### config.mk
export PLATFORM = sky130hd
export DESIGN_NAME = lzo_front
export DESIGN_NICKNAME = d
export VERILOG_FILES = /design/src/hw/rtl/lzo_pkg.sv /design/src/hw/rtl/lzo_front.sv
export SDC_FILE = /design/constraint.sdc
export NUM_CORES = 1
export LEC_CHECK = 0
export BUFFER_PORTS_ARGS = -buffer_cell sky130_fd_sc_hd__buf_2
export CORE_MARGIN = 2
export CORE_UTILIZATION = 25
export DETAILED_ROUTE_END_ITERATION = 16
export PLACE_DENSITY = 0.41
export SETUP_SLACK_MARGIN = 0.5
export SYNTH_ARGS = -nofsm -noshare
export SYNTH_HDL_FRONTEND = slang
export SYNTH_SLANG_ARGS = --single-unit
### constraint.sdc
create_clock -name clk_i -period 2.1 [get_ports clk_i]
set_input_delay 0.21 -clock clk_i [delete_from_list [all_inputs] [get_ports clk_i]]
set_output_delay 0.21 -clock clk_i [all_outputs]
set_load 0.01 [all_outputs]
### src/hw/rtl/lzo_pkg.sv
// Shared types, constants and helpers for the LZO1X stream decompressor
package lzo_pkg;

  localparam int unsigned WindowSize = 65536;
  localparam int unsigned WinAw      = $clog2(WindowSize);
  localparam int unsigned LenBits    = 32;
  localparam int unsigned QDepth     = 2;

  localparam logic [LenBits-1:0] LenMax = {LenBits{1'b1}};

  typedef enum logic [3:0] {
    PH_FIRST       = 4'd0,
    PH_TOKEN       = 4'd1,
    PH_TOKEN_LIT   = 4'd2,
    PH_TOKEN_MATCH = 4'd3,
    PH_LIT_EXT     = 4'd4,
    PH_LITERALS    = 4'd5,
    PH_TRAIL       = 4'd6,
    PH_D1_M2       = 4'd7,
    PH_D1_SHORT2   = 4'd8,
    PH_D1_SHORT3   = 4'd9,
    PH_M_EXT       = 4'd10,
    PH_D2_LO       = 4'd11,
    PH_D2_HI       = 4'd12,
    PH_COPY        = 4'd13
  } phase_e;

  typedef enum logic [2:0] {
    ST_RUNNING  = 3'd0,
    ST_DONE     = 3'd1,
    ST_LOOKBACK = 3'd2,
    ST_OVERRUN  = 3'd3,
    ST_SHORT    = 3'd4,
    ST_TRAILING = 3'd5
  } status_e;

  typedef enum logic {
    FN_BYTE  = 1'b0,
    FN_DRAIN = 1'b1
  } func_e;

  localparam logic [1:0] RegOutputLimit = 2'd0;

  // One queued request between the front and the back
  typedef struct packed {
    func_e      func;
    logic [7:0] in_byte;
    logic       in_last;
  } req_t;

  // Saturating add of two lengths
  function automatic logic [LenBits-1:0] sat_add(input logic [LenBits-1:0] a,
                                                 input logic [LenBits-1:0] b);
    logic [LenBits:0] s;
    s = {1'b0, a} + {1'b0, b};
    sat_add = s[LenBits] ? LenMax : s[LenBits-1:0];
  endfunction

endpackage

### src/hw/rtl/lzo_front.sv
// Front: accepts requests into a short queue and hands them to the back
module lzo_front (
  input  logic          clk_i,
  input  logic          rst_ni,
  input  logic          in_valid_i,
  output logic          in_stall_o,
  input  lzo_pkg::req_t req_i,
  output logic          q_valid_o,
  input  logic          q_take_i,
  output lzo_pkg::req_t q_req_o
);

  localparam int unsigned PtrW = $clog2(lzo_pkg::QDepth);

  lzo_pkg::req_t            mem_q [lzo_pkg::QDepth];
  logic [PtrW-1:0]          wp_q, rp_q;
  logic [PtrW:0]            cnt_q;
  logic                     push, pop;

  assign in_stall_o = (cnt_q == (PtrW+1)'(lzo_pkg::QDepth));
  assign push       = in_valid_i && !in_stall_o;
  assign q_valid_o  = (cnt_q != '0);
  assign pop        = q_valid_o && q_take_i;
  assign q_req_o    = mem_q[rp_q];

  // Store request
  always_ff @(posedge clk_i) begin
    if (push) begin
      mem_q[wp_q] <= req_i;
    end
  end

  // Advance pointers
  always_ff @(posedge clk_i or negedge rst_ni) begin
    if (!rst_ni) begin
      wp_q  <= '0;
      rp_q  <= '0;
      cnt_q <= '0;
    end else begin
      if (push) wp_q <= wp_q + PtrW'(1);
      if (pop)  rp_q <= rp_q + PtrW'(1);
      cnt_q <= cnt_q + (PtrW+1)'(push) - (PtrW+1)'(pop);
    end
  end

endmodule

# Word level (Yosys, flattened, before mapping)
# Memory sizes are Yosys's and may differ from the RTL's.
# Index checks and enable logic that the tools add are counted.
[word_totals]
ff_bits = 4
ram_bits = 20
in_bits = 14
out_inout_bits = 12
word_cells = 15
mem_count = 1
[memory_table]
columns = ["name", "words", "width", "read_ports", "rd_ports_with_merged_regs", "write_ports", "line", "rtl"]
rows = [
  ["mem_q", 2, 10, 1, 0, 1, "lzo_front.sv:15", "lzo_pkg::req_t mem_q [lzo_pkg::QDepth];"],
]
[classes]
add_sub_neg = 4
n_eq_ne = 1
mux = 2
n_reduce_logical = 4
[op_table]
columns = ["cell", "n"]
rows = [
  ["1-bit adder, second input constant", 2],
  ["2-bit by 1-bit adder with 2-bit output", 1],
  ["2-bit equality test, second input constant", 1],
  ["1-bit logical AND", 2],
  ["1-bit 2-to-1 mux", 2],
  ["2-bit nonzero test", 1],
  ["2-bit by 1-bit subtractor with 2-bit output", 1],
  ["1-bit logical NOT", 1],
]

# Logic depth before layout (Yosys ltp)
# Gate-level depths: netlist of the first run.
[depth]
word_depth = 5
depth_mapped = 7
ltp_nobuf = 7

# Worst setup path before layout of the first run
# Ideal clock, no wire load.
[synth_path]
path_type = "register to register"
start = "reg cnt_q[1]"
end = "reg cnt_q[1]"
setup_time_ns = 0.123
arrival_time_ns = 1.514
t_required_ns = 1.977
setup_slack_ns = 0.463
path_stages_with_launch = 8
path_buffers = 0
path_cell_list = "dfrtp_1 -> or2_4 -> and2_4 -> ha_1 -> inv_1 -> ha_1 -> xnor2_1 -> xnor2_1"
[synth_rtl]
columns = ["item", "line", "rtl"]
rows = [
  ["start: declaration", "lzo_front.sv:17", "logic [PtrW:0] cnt_q;"],
  ["start signal: assignment", "lzo_front.sv:42", "cnt_q <= cnt_q + (PtrW+1)'(push) - (PtrW+1)'(pop);"],
  ["2-bit nonzero test", "lzo_front.sv:22", "assign q_valid_o = (cnt_q != '0);"],
  ["named net q_valid_o", "lzo_front.sv:8", "output logic q_valid_o,"],
  ["1-bit logical AND", "lzo_front.sv:23", "assign pop = q_valid_o && q_take_i;"],
  ["named net pop", "lzo_front.sv:18", "logic push, pop;"],
  ["2-bit by 1-bit subtractor with 2-bit output", "lzo_front.sv:42", ""],
]
# The timed path passes the listed nets, and every way through them passes these cells.
# A chain may end at the register's enable or synchronous reset.

# Final worst setup path of the first run
[layout_path]
start = "reg cnt_q[1]"
end = "reg cnt_q[1]"
[layout_rtl]
columns = ["item", "line"]
rows = [
  ["2-bit nonzero test", "lzo_front.sv:22"],
  ["1-bit logical AND", "lzo_front.sv:23"],
  ["named net pop", "lzo_front.sv:18"],
  ["2-bit by 1-bit subtractor with 2-bit output", "lzo_front.sv:42"],
]
# The timed path passes the listed nets, and every way through them passes these cells.

==> impl_metrics.env, run 1 <==
export IMPL_total_power_mw=1.75
export IMPL_fp_dieW_um=64.8
export IMPL_async_reset_ff_share_pct=16.7
export IMPL_diodes=0
export IMPL_hp_class="in -> reg"
export IMPL_die_area_um2=4200
export IMPL_grt_pass1_vias=558
export IMPL_synth_area_um2=923
export IMPL_vdd_ir_drop_max_uv=549
export IMPL_via_per_inst=3.90
export IMPL_area_delta_synth_final_pct=36.0
export IMPL_min_path_cells=1
export IMPL_worstPathArrival_ns=1.77
export IMPL_drcViolationCount=0
export IMPL_finalCritPeriodShare_pct=76.3
export IMPL_syn_nets=65
export IMPL_nFillCells=367
export IMPL_root_buffer="clkbuf_8"
export IMPL_grt_max_degree=15
export IMPL_worstMarginPinSlew_ns=0.529
export IMPL_fin_util_pct=34.8
export IMPL_ioPinCount=26
export IMPL_ys_ff_latch=24
export IMPL_r2r_setup_slack_ns=0.50
export IMPL_synth_top_flop_cell="edfxtp_1"
export IMPL_dpl_cell_area_um2=1110
export IMPL_nNetsFinal=100
export IMPL_seqCellArea_um2=702
export IMPL_path_max_fanout=3
export IMPL_drive_above_1_share_pct=61.4
export IMPL_regToRegStartpoint="cnt_q[1]$_DFF_PN0_"
export IMPL_core_um2=3610
export IMPL_synth_area_leaders="edfxtp_1, mux2_2, dfrtp_1"
export IMPL_multi_input_area_um2=243
export IMPL_rsz0062_at_grt="yes"
export IMPL_min_to="mem_q[1][8]$_DFFE_PP_"
export IMPL_crit_required_ns=2.26
export IMPL_dr_first_iter_drc_count=8
export IMPL_reg2reg_depth=7
export IMPL_syn_inst=49
export IMPL_slew_headroom_pct=64.7
export IMPL_final_setup_skew_ns=0.0129
export IMPL_min_from="req_i[8]"
export IMPL_synth_distinct_cells=14
export IMPL_numCtsBuffers=3
export IMPL_syn_avg_cell_area_um2=18.8
export IMPL_synth_edf_count=20
export IMPL_synth_top_area_share_pct=65.0
export IMPL_maxSlewViolCount=0
export IMPL_grt_overflow=0
export IMPL_die_y_um=64.8
export IMPL_routed_wl_um=1550
export IMPL_num_rows=22
export IMPL_cts_clk_slew_worst_paths_ns=0.09
export IMPL_antenna_found_initial=0
export IMPL_setup_viol=0
export IMPL_cap_violations=0
export IMPL_outcome="complete, no violations"
export IMPL_cts_buffer_depth=2
export IMPL_yosys_top_cells_count="edfxtp_1, mux2_2, dfrtp_1"
export IMPL_ant_nets=0
export IMPL_grt_usage_pct=8.06
export IMPL_cts_tree="yes"
export IMPL_grt_pass1_wl_um=2490
export IMPL_yosysTopAreaCell="edfxtp_1"
export IMPL_drt_pass1_iter_count=2
export IMPL_power_density_nw_per_um2=1400
export IMPL_gp_congestion=0.699
export IMPL_max_freq_ghz=0.624
export IMPL_leakage_nw=0.496
export IMPL_yosys_warnings=0
export IMPL_clock_latency_ns=0.27
export IMPL_h_tree_depth=1
export IMPL_wire_per_inst_um=11.8
export IMPL_final_cell_area_um2=1260
export IMPL_portBuffers=25
export IMPL_yosysSeqAreaShare_pct=75.9
export IMPL_cp_end_kind="flop"
export IMPL_crit_path_start_kind="flop"
export IMPL_r2r_end="cnt_q[1]$_DFF_PN0_"
export IMPL_crit_type="reg -> reg"
export IMPL_period_minus_slack_ns=1.60
export IMPL_cts_sinks=24
export IMPL_post_synth_top_count_cell="edfxtp_1"
export IMPL_initial_utilization_pct=25.6
export IMPL_hold_violations=0
export IMPL_dp_hpwl_um=1040
export IMPL_setup_tns_ns=0
export IMPL_vias=511
## cell usage in the layout (no fill, tap or decap), drive strengths merged
cell type / netlist / layout
mux2: 10 / 10
clkbuf: 0 / 3
and2: 1 / 1
and3: 1 / 1
ha: 2 / 2
xnor2: 3 / 3
buf: 1 / 30
inv: 2 / 2
xor2: 1 / 1
bufinv: 0 / 1
dfrtp: 4 / 4
nand2: 1 / 1
dlygate4sd3: 0 / 1
nor2: 1 / 1
or2: 1 / 1
edfxtp: 20 / 20
nand2b: 1 / 1
## what timing repair did
item | in CTS | in global routing
resized for setup | 5 | 0
endpoints found under the setup margin | 11 | 7
hold buffers | 1 | 0
hold endpoints to repair | 4 | 0
pin swaps | 6 | 1
setup buffers | 3 | 1
## worst max-delay path by stage
stage	depth (start not counted)	startpoint	to	slack, ns
floorplan	7	cnt_q[0]$_DFF_PN0_	cnt_q[1]$_DFF_PN0_	0.50
global placement	7	cnt_q[0]$_DFF_PN0_	cnt_q[1]$_DFF_PN0_	0.50
detailed placement	7	cnt_q[0]$_DFF_PN0_	cnt_q[1]$_DFF_PN0_	0.46
CTS	7	cnt_q[1]$_DFF_PN0_	cnt_q[1]$_DFF_PN0_	0.49
global route	7	cnt_q[1]$_DFF_PN0_	cnt_q[1]$_DFF_PN0_	0.46
finish	7	cnt_q[1]$_DFF_PN0_	cnt_q[1]$_DFF_PN0_	0.50
## layout make-up
class,count,area share (%)
inverters,2,0.598
clock inverters,1,2.39
clock buffers,3,3.29
well taps,48,4.78
repair buffers,31,13.7
multi-input cells,22,19.3
flip-flops and latches,24,55.9
## through the flow
step                      hold WS, ns  setup slack [ns]  instances
after floorplan               -0.0856             0.501         49
after global placement         0.0222             0.498        122
after detailed placement       0.0199             0.462        122
after CTS                       0.123             0.486        130
after global routing            0.120             0.462        131
final                           0.129             0.497        131
## layer usage
layer  up-vias  routed length [um]  global-route usage, %
met5         -                   0                      0
met4         0                  11                   3.19
met3         2                  96                   2.43
met2        16                 722                   12.6
met1       248                 720                   10.4
li1        245                   -                      -
## cells by family after synthesis
kind of cell | after synthesis | share of synthesized area [%]
xor+xnor | 4 | 3.79
mux | 10 | 12.2
flops | 24 | 75.9
buf+inv | 3 | 1.35
fa+ha+maj | 2 | 2.71
simple gates | 6 | 4.07
## registers in the layout, summed over array words and instances (netlist names)
signal	flops
wp_q	1
cnt_q	2
mem_q	20
rp_q	1
## where the power goes
part / switching [mW] / internal [mW] / total, mW
logic: 0.271 / 0.340 / 0.611
clock network: 0.142 / 0.255 / 0.396
registers: 0.0812 / 0.665 / 0.747
## worst max-delay path, stage by stage (launching register included)
cell	delay, ns
dfrtp_1	0.41
or2_4	0.26
and2_4	0.15
ha_4	0.25
inv_2	0.04
ha_4	0.15
xnor2_2	0.13
xnor2_1	0.12
Note: power is estimated with default switching activity, not from simulation.
==> inputs of run 2 (changes only) <==
PLACE_DENSITY = 0.43   (was 0.41)
clock period = 1.4 ns   (was 2.1 ns; I/O delays follow)
==> run 2 against run 1 <==
The flow now finishes with violations (negative setup slack). Total power is 85% higher. Non-clock buffer count is 8 higher. Clock power is 48% higher. Combinational power grew to 2.6 times the previous value. Core utilization is 6.5 points higher. Clock skew is 0.011 ns lower. Worst hold slack worse by 0.066 ns. Clock-buffer cell count stayed put. First-iteration DRC count is 140% higher. Register-to-register slack worse by 0.65 ns. Cell count is 6.9% higher. Critical path type unchanged. Largest cell class unchanged.
==> impl_metrics.env, run 2 (synthesis gave the netlist of run 1 again) <==
export IMPL_dp_hpwl_um=1160
export IMPL_mostFrequentLayoutCell="edfxtp_1"
export IMPL_ioPinCount=26
export IMPL_min_path_cells=1
export IMPL_gp_congestion=0.674
export IMPL_period_minus_slack_ns=1.56
export IMPL_numCtsBuffers=3
export IMPL_min_to="mem_q[1][5]$_DFFE_PP_"
export IMPL_routed_wl_um=1630
export IMPL_wire_per_inst_um=11.6
export IMPL_min_from="req_i[5]"
export IMPL_ant_nets=0
export IMPL_dpl_cell_count=130
export IMPL_preCtsSetupSlack_ns=-0.184
export IMPL_whs_ns=0.0633
export IMPL_cap_violations=0
export IMPL_reg2reg_depth=7
export IMPL_num_rows=22
export IMPL_seqCellArea_um2=701
export IMPL_root_buffer="clkbuf_8"
export IMPL_instances_no_fill=140
export IMPL_crit_type="reg -> reg"
export IMPL_nNetsFinal=109
export IMPL_max_freq_ghz=0.642
export IMPL_hold_violations=0
export IMPL_grt_max_degree=15
export IMPL_die_area_um2=4200
export IMPL_worstPathArrival_ns=1.71
export IMPL_path_max_fanout=2
export IMPL_fp_dieW_um=64.8
export IMPL_cts_sinks=24
export IMPL_dpl_cell_area_um2=1250
export IMPL_regToRegStartpoint="cnt_q[1]$_DFF_PN0_"
export IMPL_final_cell_mix="edfxtp_1, buf_6, buf_2"
export IMPL_grt_overflow=0
export IMPL_regMostFlops="mem_q"
export IMPL_dr_first_iter_drc_count=19
export IMPL_grt_usage_pct=9.17
export IMPL_power_density_nw_per_um2=2180
export IMPL_nFillCells=334
export IMPL_final_cell_area_um2=1490
export IMPL_drive_above_1_share_pct=68.5
export IMPL_slew_headroom_pct=84.8
export IMPL_violations="negative setup slack"
export IMPL_crit_path_start_kind="flop"
export IMPL_cts_tree="yes"
export IMPL_diodes=0
export IMPL_grt_pass1_wl_um=2810
export IMPL_setup_slack_ns=-0.157
export IMPL_largest_register_ffs=20
export IMPL_multi_input_area_um2=319
export IMPL_vdd_ir_drop_max_uv=1070
export IMPL_vias=547
export IMPL_h_tree_depth=1
export IMPL_core_um2=3610
export IMPL_reg_top3="mem_q: 20 flops, cnt_q: 2 flops"
export IMPL_via_per_inst=3.91
export IMPL_cts_clk_slew_worst_paths_ns=0.08
export IMPL_finalCritPeriodShare_pct=111
export IMPL_worstMarginPinSlew_ns=0.228
export IMPL_area_delta_synth_final_pct=61.5
export IMPL_portBuffers=25
export IMPL_rsz0062_at_grt="yes"
export IMPL_initial_utilization_pct=25.6
export IMPL_total_power_mw=3.25
export IMPL_drcViolationCount=0
export IMPL_antenna_found_initial=0
export IMPL_die_y_um=64.8
export IMPL_r2r_end="cnt_q[1]$_DFF_PN0_"
export IMPL_hp_class="in -> reg"
export IMPL_crit_required_ns=1.55
export IMPL_outcome="finished with violations"
export IMPL_cts_buffer_depth=2
export IMPL_cp_end_kind="flop"
export IMPL_r2r_setup_slack_ns=-0.16
export IMPL_grt_pass1_vias=585
export IMPL_drt_pass1_iter_count=3
export IMPL_clock_latency_ns=0.26
export IMPL_maxSlewViolCount=0
export IMPL_final_setup_skew_ns=0.00215
export IMPL_leakage_nw=0.624
export IMPL_setup_viol=10
==> run 2: changes by cell type in the layout (fill, tap and decap cells not counted), moves of 2 or more <==
cell	before	now
buf_6	0	16
buf_2	25	14
mux2_2	10	0
mux2_4	0	10
and3_4	0	2
buf_4	5	7
==> run 2: layout make-up <==
class                   instances  share of cell area [%]
repair buffers                 39                    22.3
well taps                      48                    4.03
multi-input cells              23                    21.4
flip-flops and latches         24                    47.0
clock inverters                 1                    2.01
clock buffers                   3                    2.77
inverters                       2                   0.503
==> run 2: timing repair <==
action / in CTS / in global routing
setup endpoints to repair: 36 / 36
cloned: 1 / 0
gates resized for setup: 21 / 0
pin swaps: 4 / 0
hold endpoints to repair: 4 / 0
hold buffers: 1 / 0
buffers inserted: 3 / 1
==> run 2: stage by stage <==
| step | util, % | setup TNS (ns) |
|---|---|---|
| after floorplan | - | -0.203 |
| after global placement | 34.8 | -0.156 |
| after detailed placement | 34.8 | -0.186 |
| after CTS | 41.2 | -0.355 |
| after global routing | 41.4 | -0.906 |
| final | 41.4 | -0.208 |
==> run 2: worst max path at each step <==
| stage | cells after the start | end | startpoint |
|---|---|---|---|
| 3_5_place_dp | 7 | cnt_q[1]$_DFF_PN0_ | cnt_q[0]$_DFF_PN0_ |
| 6_report | 7 | cnt_q[1]$_DFF_PN0_ | cnt_q[1]$_DFF_PN0_ |
| 3_3_place_gp | 7 | cnt_q[1]$_DFF_PN0_ | cnt_q[0]$_DFF_PN0_ |
| 5_1_grt | 7 | cnt_q[1]$_DFF_PN0_ | cnt_q[0]$_DFF_PN0_ |
| 4_1_cts | 7 | cnt_q[1]$_DFF_PN0_ | cnt_q[1]$_DFF_PN0_ |
| 2_1_floorplan | 7 | cnt_q[1]$_DFF_PN0_ | cnt_q[0]$_DFF_PN0_ |
==> run 2: metal layers <==
metal	track usage, %	vias up	wire (um)
met2	14.8	18	817
met1	11.0	260	687
met5	0	-	0
met4	1.60	0	8
li1	-	267	-
met3	4.86	2	115
==> run 2: critical path: stages (launching register included) <==
cell and delay (ns):
dfrtp_1 0.38, or2_4 0.25, and2_4 0.15, ha_4 0.25, inv_2 0.03, ha_4 0.15
xnor2_2 0.12, xnor2_1 0.12
==> run 2: where the power goes <==
part / total, mW / switching (mW) / internal, mW / leakage (nW)
Sequential: 1.09 / 0.0931 / 0.995 / 0.232
Combinational: 1.57 / 0.580 / 0.992 / 0.356
Clock: 0.587 / 0.205 / 0.382 / 0.0357
Total: 3.25 / 0.879 / 2.37 / 0.624
==> inputs of run 3 (changes only) <==
CORE_UTILIZATION = 44   (was 25)
PLACE_DENSITY = 0.69   (was 0.43)
REMOVE_ABC_BUFFERS = 1   (was unset)
==> run 3 against run 2 <==
The run still ends with negative setup slack left. Total power fell by 9.4%. Clock skew rose by 0.0030 ns. Largest power group unchanged. Via count rose by 2.7%. Clock power fell by 51%. Cell count fell by 14%. Clock-buffer cell count did not move. Global-route usage rose by 5.5 points. Core utilization rose by 31 points. First-iteration DRC count fell by 53%. Wire length rose by 1.8%. Critical path type unchanged. Final area fell by 5.5%. Sequential share of layout area rose by 2.8 points.
==> impl_metrics.env, run 3 (synthesis gave the netlist of run 1 again) <==
export IMPL_outcome="finished with violations"
export IMPL_violations="negative setup slack"
export IMPL_largest_register_ffs=20
export IMPL_cpPeakStageDelay_ns=0.41
export IMPL_cts_clk_slew_worst_paths_ns=0.12
export IMPL_portBuffers=25
export IMPL_rsz0062_at_grt="yes"
export IMPL_h_tree_depth=1
export IMPL_vias=562
export IMPL_routed_wl_um=1660
export IMPL_slew_headroom_pct=84.6
export IMPL_nFillCells=152
export IMPL_nNetsFinal=110
export IMPL_fp_dieW_um=49.8
export IMPL_path_max_fanout=2
export IMPL_via_per_inst=4.68
export IMPL_hold_violations=0
export IMPL_clock_latency_ns=0.30
export IMPL_num_rows=16
export IMPL_cp_num_buf_inv=1
export IMPL_dr_first_iter_drc_count=9
export IMPL_cts_tree="yes"
export IMPL_preCtsSetupSlack_ns=-0.275
export IMPL_finalCritPeriodShare_pct=115
export IMPL_initial_utilization_pct=47.1
export IMPL_maxSlewViolCount=0
export IMPL_setup_viol=23
export IMPL_diodes=0
export IMPL_wire_per_inst_um=13.8
export IMPL_cap_violations=0
export IMPL_crit_top_cell="ha_4"
export IMPL_hp_class="in -> reg"
export IMPL_drive_above_1_share_pct=68.8
export IMPL_final_cell_mix="edfxtp_1, buf_6, buf_2"
export IMPL_root_buffer="clkbuf_4"
export IMPL_grt_max_degree=14
export IMPL_ioPinCount=26
export IMPL_reg_top3="mem_q: 20 flops, cnt_q: 2 flops"
export IMPL_area_delta_synth_final_pct=52.7
export IMPL_grt_usage_pct=14.7
export IMPL_final_setup_skew_ns=0.00518
export IMPL_path_cells="or2_4 > and2_4 > ha_4 > inv_2 > ha_4 > xnor2_2 > xnor2_1"
export IMPL_core_um2=1960
export IMPL_cp_end_kind="flop"
export IMPL_dpl_cell_count=107
export IMPL_setup_tns_ns=-0.846
export IMPL_seqCellArea_um2=702
export IMPL_leakage_nw=0.595
export IMPL_grt_pass1_wl_um=2620
export IMPL_worstMarginPinSlew_ns=0.231
export IMPL_die_y_um=49.8
export IMPL_max_freq_ghz=0.623
export IMPL_crit_slowest_cell="dfrtp_1"
export IMPL_fin_util_pct=71.9
export IMPL_gp_congestion=0.718
export IMPL_die_area_um2=2480
export IMPL_crit_type="reg -> reg"
export IMPL_cts_buffer_depth=2
export IMPL_numCtsBuffers=3
export IMPL_grt_overflow=0
export IMPL_cts_sinks=24
export IMPL_cpLargestDelayFamily="simple AND/OR/NAND/NOR gates"
export IMPL_grt_pass1_vias=577
export IMPL_setup_slack_ns=-0.205
export IMPL_ant_nets=0
export IMPL_mostFrequentLayoutCell="edfxtp_1"
export IMPL_instances_no_fill=120
export IMPL_drcViolationCount=0
export IMPL_crit_path_start_kind="flop"
export IMPL_antenna_found_initial=0
export IMPL_power_density_nw_per_um2=2090
export IMPL_worstPathArrival_ns=1.81
export IMPL_vdd_ir_drop_max_uv=1370
export IMPL_regMostFlops="mem_q"
export IMPL_period_minus_slack_ns=1.61
export IMPL_dp_hpwl_um=1060
export IMPL_crit_required_ns=1.60
export IMPL_multi_input_area_um2=312
export IMPL_drt_pass1_iter_count=4
-- run 3: cell count changes in the layout (fill, tap and decap cells not counted), sizes merged --
cell,previous run,this run
buf,38,39
bufinv,1,0
clkinv,0,1
-- run 3: final timing paths --
| path | startpoint | endpoint | slack [ns] | cells after the start |
|---|---|---|---|---|
| max in group asynchronous | rst_ni | rp_q$_DFFE_PN0P_ | 1.10 | 2 |
| min in group asynchronous | rst_ni | cnt_q[0]$_DFF_PN0_ | 0.16 | 2 |
| hold / removal | req_i[8] | mem_q[0][8]$_DFFE_PP_ | 0.02 | 1 |
| setup reg to reg | cnt_q[0]$_DFF_PN0_ | cnt_q[1]$_DFF_PN0_ | -0.21 | 7 |
| hold reg to reg | wp_q$_DFFE_PN0P_ | wp_q$_DFFE_PN0P_ | 0.62 | 1 |
| setup / recovery | cnt_q[0]$_DFF_PN0_ | cnt_q[1]$_DFF_PN0_ | -0.21 | 7 |
-- run 3: worst reg2reg max path: stages (launching register included) --
cell and delay, ns:
dfrtp_1 0.41, or2_4 0.26, and2_4 0.15, ha_4 0.25
inv_2 0.04, ha_4 0.15, xnor2_2 0.13, xnor2_1 0.13
-- run 3: repair_timing --
action	4_1_cts	5_1_grt
setup buffers	2	5
endpoints found under the setup margin	36	36
pin swaps	6	4
cloned	1	0
hold endpoints to repair	4	0
gates resized for setup	30	10
hold buffers	1	0
-- run 3: final cells by class --
class	count	share of cell area, %
inverter	2	0.532
clock buffer	3	1.60
sequential	24	49.8
timing repair buffer	40	23.3
tap	27	2.40
multi-input combinational	23	22.1
clock inverter	1	0.266
-- run 3: metal layers --
layer / vias to the layer above / wire length [um] / global-route usage, %
met5: - / 0 / 0
met4: 0 / 12 / 5.56
met3: 2 / 93 / 4.55
met2: 15 / 881 / 24.9
met1: 277 / 669 / 17.4
li1: 268 / - / -
-- run 3: power by group --
| group | switching, mW | leakage [nW] | internal, mW | total [mW] |
|---|---|---|---|---|
| sequential | 0.0924 | 0.231 | 0.997 | 1.09 |
| clock | 0.185 | 0.0154 | 0.104 | 0.289 |
| combinational | 0.595 | 0.348 | 0.968 | 1.56 |
| total | 0.873 | 0.595 | 2.07 | 2.94 |
-- run 3: per-stage QoR --
step	hold slack [ns]	total power, mW	area (um2)
4_1_cts	0.00954	2.74	1330
5_1_grt	0.00427	3.11	1410
3_5_place_dp	-0.0437	2.00	1130
6_report	0.0195	2.94	1410
2_1_floorplan	-0.156	1.61	918
3_3_place_gp	-0.0498	1.96	1130
